**src/hdl/ceb_pkg.sv**
```systemverilog
`default_nettype none

package ceb_pkg;

  localparam int unsigned TIME_W = 48;
  localparam int unsigned MULT_W = 7;
  localparam int unsigned SUM_W = 22;
  localparam int unsigned TYPE_SLOTS = 16;
  localparam int unsigned SUM_ENTRIES = 256;
  localparam int unsigned SUM_AW = 8;
  localparam int unsigned QUEUE_DEPTH = 2;
  localparam logic [TIME_W-1:0] REL_OFFSET = 48'd1000;
  localparam logic [31:0] NO_REF_SEEN = 32'd30000;

  typedef enum logic [1:0] {
    OP_HIT   = 2'd0,
    OP_MAP   = 2'd1,
    OP_FLUSH = 2'd2
  } op_e;

  typedef enum logic [2:0] {
    CFG_TIME_GATE = 3'd0,
    CFG_FOLD      = 3'd1,
    CFG_REF_TYPE  = 3'd2,
    CFG_RUN_UNIT  = 3'd3,
    CFG_REF_UNIT  = 3'd4
  } cfg_idx_e;

  typedef struct packed {
    logic [23:0] time_gate;
    logic [6:0]  fold;
    logic [3:0]  ref_type;
    logic [31:0] run_unit;
    logic [31:0] ref_unit;
  } cfg_t;

  typedef struct packed {
    op_e         op;
    logic [3:0]  module_number;
    logic [3:0]  channel_number;
    logic [47:0] hit_time;
    logic [15:0] hit_energy;
    logic [15:0] hit_integral;
    logic [3:0]  hit_flags;
    logic [3:0]  map_type;
    logic [4:0]  map_index;
  } cmd_t;

  typedef struct packed {
    logic [47:0] hit_time;
    logic [3:0]  module_number;
    logic [3:0]  channel_number;
    logic [15:0] hit_energy;
    logic [15:0] hit_integral;
    logic [3:0]  hit_flags;
  } win_t;

  typedef struct packed {
    logic [3:0] det_type;
    logic [4:0] det_index;
  } map_t;

  typedef struct packed {
    logic [31:0] event_number;
    logic [3:0]  det_type;
    logic [4:0]  det_index;
    logic [23:0] relative_time;
    logic [21:0] energy_sum;
    logic [21:0] integral_sum;
    logic [3:0]  out_flags;
    logic [6:0]  type_multiplicity;
    logic [6:0]  event_multiplicity;
    logic [47:0] run_time;
    logic [31:0] reference_time;
    logic        last_of_event;
  } res_t;

endpackage

`default_nettype wire

```
**src/hdl/ceb_front.sv**
```systemverilog
`default_nettype none

module ceb_front (
  input  wire logic          clk_i,
  input  wire logic          rst_ni,
  input  wire logic          start,
  output logic               busy,
  input  wire ceb_pkg::cmd_t cmd_in_i,
  output logic               cmd_valid_o,
  output ceb_pkg::cmd_t      cmd_o,
  input  wire logic          cmd_pop_i
);
  import ceb_pkg::*;

  localparam int unsigned QAW = $clog2(QUEUE_DEPTH);
  localparam int unsigned QCW = $clog2(QUEUE_DEPTH + 1);

  cmd_t            q_mem [QUEUE_DEPTH];
  logic [QAW-1:0]  wr_ptr_q, rd_ptr_q;
  logic [QCW-1:0]  cnt_q;
  logic            known_op;
  logic            push;
  logic            pop;

  // unused operation code is taken and dropped here
  always_comb begin
    case (cmd_in_i.op)
      OP_HIT, OP_MAP, OP_FLUSH: known_op = 1'b1;
      default: known_op = 1'b0;
    endcase
  end

  assign busy        = (cnt_q == QCW'(QUEUE_DEPTH));
  assign push        = start && !busy && known_op;
  assign pop         = cmd_pop_i && (cnt_q != '0);
  assign cmd_valid_o = (cnt_q != '0);
  assign cmd_o       = q_mem[rd_ptr_q];

  always_ff @(posedge clk_i) begin
    if (push) begin
      q_mem[wr_ptr_q] <= cmd_in_i;
    end
  end

  always_ff @(posedge clk_i or negedge rst_ni) begin
    if (!rst_ni) begin
      wr_ptr_q <= '0;
      rd_ptr_q <= '0;
      cnt_q    <= '0;
    end else begin
      if (push) begin
        wr_ptr_q <= QAW'(wr_ptr_q + 1'b1);
      end
      if (pop) begin
        rd_ptr_q <= QAW'(rd_ptr_q + 1'b1);
      end
      cnt_q <= QCW'(cnt_q + QCW'(push) - QCW'(pop));
    end
  end

endmodule

`default_nettype wire

```
**config.mk**
```make
export PLATFORM = sky130hd
export DESIGN_NAME = ceb_front
export DESIGN_NICKNAME = d
export VERILOG_FILES = /design/src/hdl/ceb_pkg.sv /design/src/hdl/ceb_front.sv
export SDC_FILE = /design/constraint.sdc
export NUM_CORES = 1
export LEC_CHECK = 0
export ABC_AREA = 1
export BUFFER_PORTS_ARGS = -buffer_cell sky130_fd_sc_hd__buf_2
export CAP_MARGIN = 20
export CORE_ASPECT_RATIO = 1.4
export CORE_MARGIN = 4
export CORE_UTILIZATION = 47
export DETAILED_ROUTE_END_ITERATION = 10
export PLACE_DENSITY_LB_ADDON = 0.3
export RECOVER_POWER = 25
export SLEW_MARGIN = 20
export SYNTH_ARGS = -nofsm -noshare
export SYNTH_HDL_FRONTEND = slang
export SYNTH_SLANG_ARGS = --single-unit
```
**constraint.sdc**
```tcl
create_clock -name clk_i -period 5.75 [get_ports clk_i]
set_input_delay 1.15 -clock clk_i [delete_from_list [all_inputs] [get_ports clk_i]]
set_output_delay 1.15 -clock clk_i [all_outputs]
set_load 0.01 [all_outputs]
```
**Word-level counts from Yosys, hierarchy flattened**

Memories as Yosys holds them, arrays and structs flattened.
Index checks and enable logic that the tools add are counted.

- Register bits: 4
- Latch bits: 0
- Memory bits (writable): 206
- Memory bits (read-only): 0
- Output and inout bits: 105
- Memories: 1

Memory list:

| memory | depth | width | rd ports | clocked after Yosys merged registers in | wr ports | line | RTL |
|---|---|---|---|---|---|---|---|
| q_mem | 2 | 103 | 1 | 0 | 1 | ceb_front.sv:18 | `cmd_t q_mem [QUEUE_DEPTH];` |

- $add $sub $neg: 4
- Multipliers: 0
- Divide/modulo/power cells: 0
- $lt $le $gt $ge: 0
- Equal/unequal tests: 3
- Shifts and indexed selects: 0
- Muxes and demuxes: 3
- Bitwise logic cells: 0
- Reductions and logical operators: 7

Operators with widths:

| cell | number |
|---|---|
| 2-bit == test, second input constant | 2 |
| 1-bit logical AND | 3 |
| 1-bit two-way mux | 3 |
| 3-bit OR reduction | 1 |
| 1-bit adder, second input constant | 2 |
| 2-bit by 1-bit adder with 2-bit output | 1 |
| 2-bit by 1-bit == test with 1-bit output, second input constant | 1 |
| 2-bit logical NOT | 1 |
| 2-bit nonzero test | 1 |
| 2-bit by 1-bit subtractor with 2-bit output | 1 |
| 1-bit logical NOT | 1 |

**Longest topological paths before layout**

- Depth after elaboration: 6
- Depth in mapped cells: 10
- Depth with buffers taken out: 10

**Least setup slack after synthesis**

No wires, ideal clock.

- Kind: input-to-reg
- Start: input cmd_in_i[102] in the netlist's numbering
- End: memory q_mem[1][0] in the netlist's numbering, enable pin
- Arrival time: 5635 ps
- Required time: 5184 ps
- Path slack: -451 ps
- Stages on the path: 3
- Cells stage by stage: nand2_1 > nand3_1 > nor2_1

- Word-level cells in the longest chain between the ends: 6
- Elaborated cells on any way between the ends: 8
- Classes of those cells: eq/ne: 2; mux: 3; reduce/logical: 3

Ends and longest elaborated chain:

| item | line | RTL |
|---|---|---|
| start, declared | ceb_front.sv:8 | `input wire ceb_pkg::cmd_t cmd_in_i,` |
| 2-bit by 1-bit == test with 1-bit output, or another cell as far along | ceb_front.sv:27 | `case (cmd_in_i.op)` |
| 3-bit OR reduction * | ceb_front.sv:27 |  |
| 1-bit two-way mux * | ceb_front.sv:27 |  |
| 1-bit logical AND * | ceb_front.sv:34 | `assign push = start && !busy && known_op;` |
| 1-bit two-way mux * | ceb_front.sv:40 | `if (push) begin` |
| 1-bit two-way mux (implied by the code) * | ceb_front.sv:41 | `q_mem[wr_ptr_q] <= cmd_in_i;` |
| end, declared | ceb_front.sv:18 |  |

Every way passes the cells marked *; elsewhere a longest branch is shown, timed or not.

==> reports/metrics.csv <==
stage,metric,value,unit
run_status,status,finished clean,
timing,timing.final.crit_share,0.555,
worst_setup_path,cp.arrival,2.04,ns
global_route,grt_pass1_wl,24.6,mm
logic_synthesis,synth_nets,681,
timing,setup_violations,0,
timing,worst_pin_slew,0.785,ns
logic_synthesis,yosysWarnings,0,
clock_network,clkTransAtPathRegs,0.06,ns
logic_synthesis,yosysUniqueCellTypes,11,
clock_network,cts_buffers,20,
logic_synthesis,syn_inst,572,
timing,slew_viol_final,0,
power,leakage,4.09,nW
timing,layout_min_cycle_time,3.19,ns
power,p_sw,1.56,mW
global_route,grt_max_degree,105,
clock_network,clockBufferDepth,3,
logic_synthesis,synth_area,7750,um2
die,initial_utilization,0.479,
worst_setup_path,crit_family,buffers and inverters,
die,placementRows,55,
layout,final_common_cell,nand2_1,
layout,mostFrequentLayoutCells,"322 x nand2_1, 206 x edfxtp_1, 191 x buf_2",
clock_network,htreeDepth,1,
logic_synthesis,synth_top_area_share,0.798,
detailed_routing,ant_nets,0,
detailed_routing,vias_per_cell,4.79,
timing,slew_headroom,0.476,
die,core_area,16200,um2
timing,clock.fmax,313,MHz
detailed_routing,drc_errors,0,
die,die_h,160,um
logic_synthesis,synth-compound-area-share,0,
detailed_routing,routed_wl,16.0,mm
global_route,grt_pass1_vias,4923,
global_route,grt_use_total,0.168,
power,pwr-share-clk,0.260,
logic_synthesis,ys_seq_area_frac,0.811,
power,switching_share,0.329,
placed_design,placed_cells,964,
clock_network,clock-sinks,210,
logic_synthesis,synth-xor-area-share,0,
clock_network,postCtsSetupBuffers,0,
placed_design,place_congestion,0.773,
power,ir_worst_vdd,319,uV
die,ios,212,
logic_synthesis,synthSimpleGateAreaFrac,0.159,
global_route,grt_antenna_before_repair,4,
power,p_int,3.17,mW
logic_synthesis,synth_top_family_by_area,simple AND/OR/NAND/NOR gates,
layout,layout.nets,896,
logic_synthesis,ys_ff_latch,210,
hold_path,hold_class,flop to flop,
clock_network,clockRootBuffer,clkbuf_16,
die,dieArea,18600,um2
timing,rsz0062_at_grt,false,
worst_setup_path,endpoint_kind,primary output,
worst_setup_path,critPathSlowestCell,dfrtp_4,
logic_synthesis,yosys.area_share.adder,0.00323,
detailed_routing,wl_per_cell,16.0,um
placed_design,placed_cell_area,8950,um2
placed_design,dpl.hpwl,10.4,mm
detailed_routing,vias,4787,
logic_synthesis,synthMuxAreaShare,0,
logic_synthesis,syn_avg_cell_area,13.5,um2
clock_network,clkLatencyLatePin,0.48,ns
job,max-cap-violations,0,
worst_setup_path,crit_buf_inv,3,
logic_synthesis,synth_top_cell_by_area,edfxtp_1,
worst_setup_path,crit_required,4.60,ns
clock_network,cts_hold_buf,0,
layout,final_cell_count_no_fill,1000,
layout,area_growth_syn_to_layout,23.2,%
placed_design,io_buffer_count,211,
timing,finalHoldViolCount,0,
worst_setup_path,crit_top_cell,nand2_1,
detailed_routing,drt_iter0_drc,277,
layout,drive_above_1_share,0.283,
timing,fin_tns_setup,0,ns
worst_setup_path,cp_cell_sequence,"clkinv_2, buf_12, nand2_1, nand2_1, buf_2",
layout,design_area,9550,um2
worst_setup_path,crit_type,flop to primary output,
worst_setup_path,slowest_delay,0.48,ns
logic_synthesis,synth.area.top_cells,"edfxtp_1 80%, nand2_1 16%, dfrtp_1 1.3%",
power,combinationalPowerShare,0.304,
clock_network,cts.repair.resized,0,
layout,n_fill_cell,1273,
detailed_routing,dr.pass1.iters,5,
global_route,grt_overflow,0,
clock_network,tritoncts,yes,
die,die_x,117,um
timing,skew,0.00951,ns
worst_setup_path,startpoint_type,flop,
power,power.density,496,nW/um2
power,power.share.sequential,0.436,
worst_setup_path,critPathMaxFanout,77,
power,p_total,4.73,mW
==> path summary, 6_finish.rpt <==
kind / slack (ns) / end / cells past startpoint / from
max: 2.56 / cmd_o[72] / 5 / rd_ptr_q$_DFFE_PN0P_
min: 0.48 / wr_ptr_q$_DFFE_PN0P_ / 2 / wr_ptr_q$_DFFE_PN0P_
max reg2reg: 3.41 / q_mem[0][80]$_DFFE_PP_ / 4 / cnt_q[1]$_DFF_PN0_
min reg2reg: 0.48 / wr_ptr_q$_DFFE_PN0P_ / 2 / wr_ptr_q$_DFFE_PN0P_
max in group asynchronous: 5.02 / rd_ptr_q$_DFFE_PN0P_ / 1 / rst_ni
min in group asynchronous: 0.50 / wr_ptr_q$_DFFE_PN0P_ / 1 / rst_ni
==> per-stage QoR <==
stage / hold WS [ns] / util / worst slack (ns)
2_1_floorplan: 0.442 / - / 1.28
3_5_place_dp: 0.472 / 0.554 / 2.51
5_1_grt: 0.507 / 0.590 / 2.42
4_1_cts: 0.456 / 0.591 / 2.38
3_3_place_gp: 0.465 / 0.554 / 2.55
6_report: 0.484 / 0.590 / 2.56
==> area by class of cell <==
class | count | area [um2] | area share
Tap cell | 199 | 249 | 0.0261
Clock buffer | 24 | 537 | 0.0562
Antenna cell | 2 | 5.00 | 0.000524
Sequential cell | 210 | 6290 | 0.659
Multi-Input combinational cell | 329 | 1270 | 0.133
Clock inverter | 10 | 75.1 | 0.00786
Timing Repair Buffer | 216 | 1080 | 0.114
Inverter | 10 | 41.3 | 0.00432
==> synth_stat cells, drive strengths merged <==
master,count
nand2,322
ha,2
inv,10
edfxtp,206
buf,23
nand4,1
dfrtp,4
nand3,3
nor2,1
==> worst register-to-register path, delay by kind of cell (launching register included) <==
family	cells	cell delay (ns)
and+or+nand+nor	2	0.29
buffers and inverters	2	1.28
DFF	1	0.40
==> kinds of logic (layout without fill, tap and decap cells) <==
family	Yosys count	after routing
buffers and inverters	33	260
adder cells (fa/ha/maj)	2	2
other	0	2
flip-flops	210	210
AND/OR/NAND/NOR	327	327
==> registers in the layout, indices dropped and copies added (netlist names) <==
signal and flops:
q_mem 206, cnt_q 2, rd_ptr_q 1, wr_ptr_q 1
==> power by group through the flow <==
stage          combinational [mW]  clock, mW  sequential [mW]
2_1_floorplan               0.905          0             2.10
3_3_place_gp                 1.45          0             2.08
3_5_place_dp                 1.48          0             2.10
4_1_cts                      1.49       1.26             2.07
5_1_grt                      1.63       1.33             2.08
6_report                     1.44       1.23             2.06
==> metal layers <==
metal	wire length, um	GRT usage	vias to the layer above	share of wire
met5	21	0	-	0.0013
met4	578	0.0675	4	0.036
met3	1170	0.0379	37	0.073
met2	8520	0.306	154	0.53
met1	5760	0.186	2235	0.36
li1	-	-	2357	-
Power figures use the tool's default switching activity.
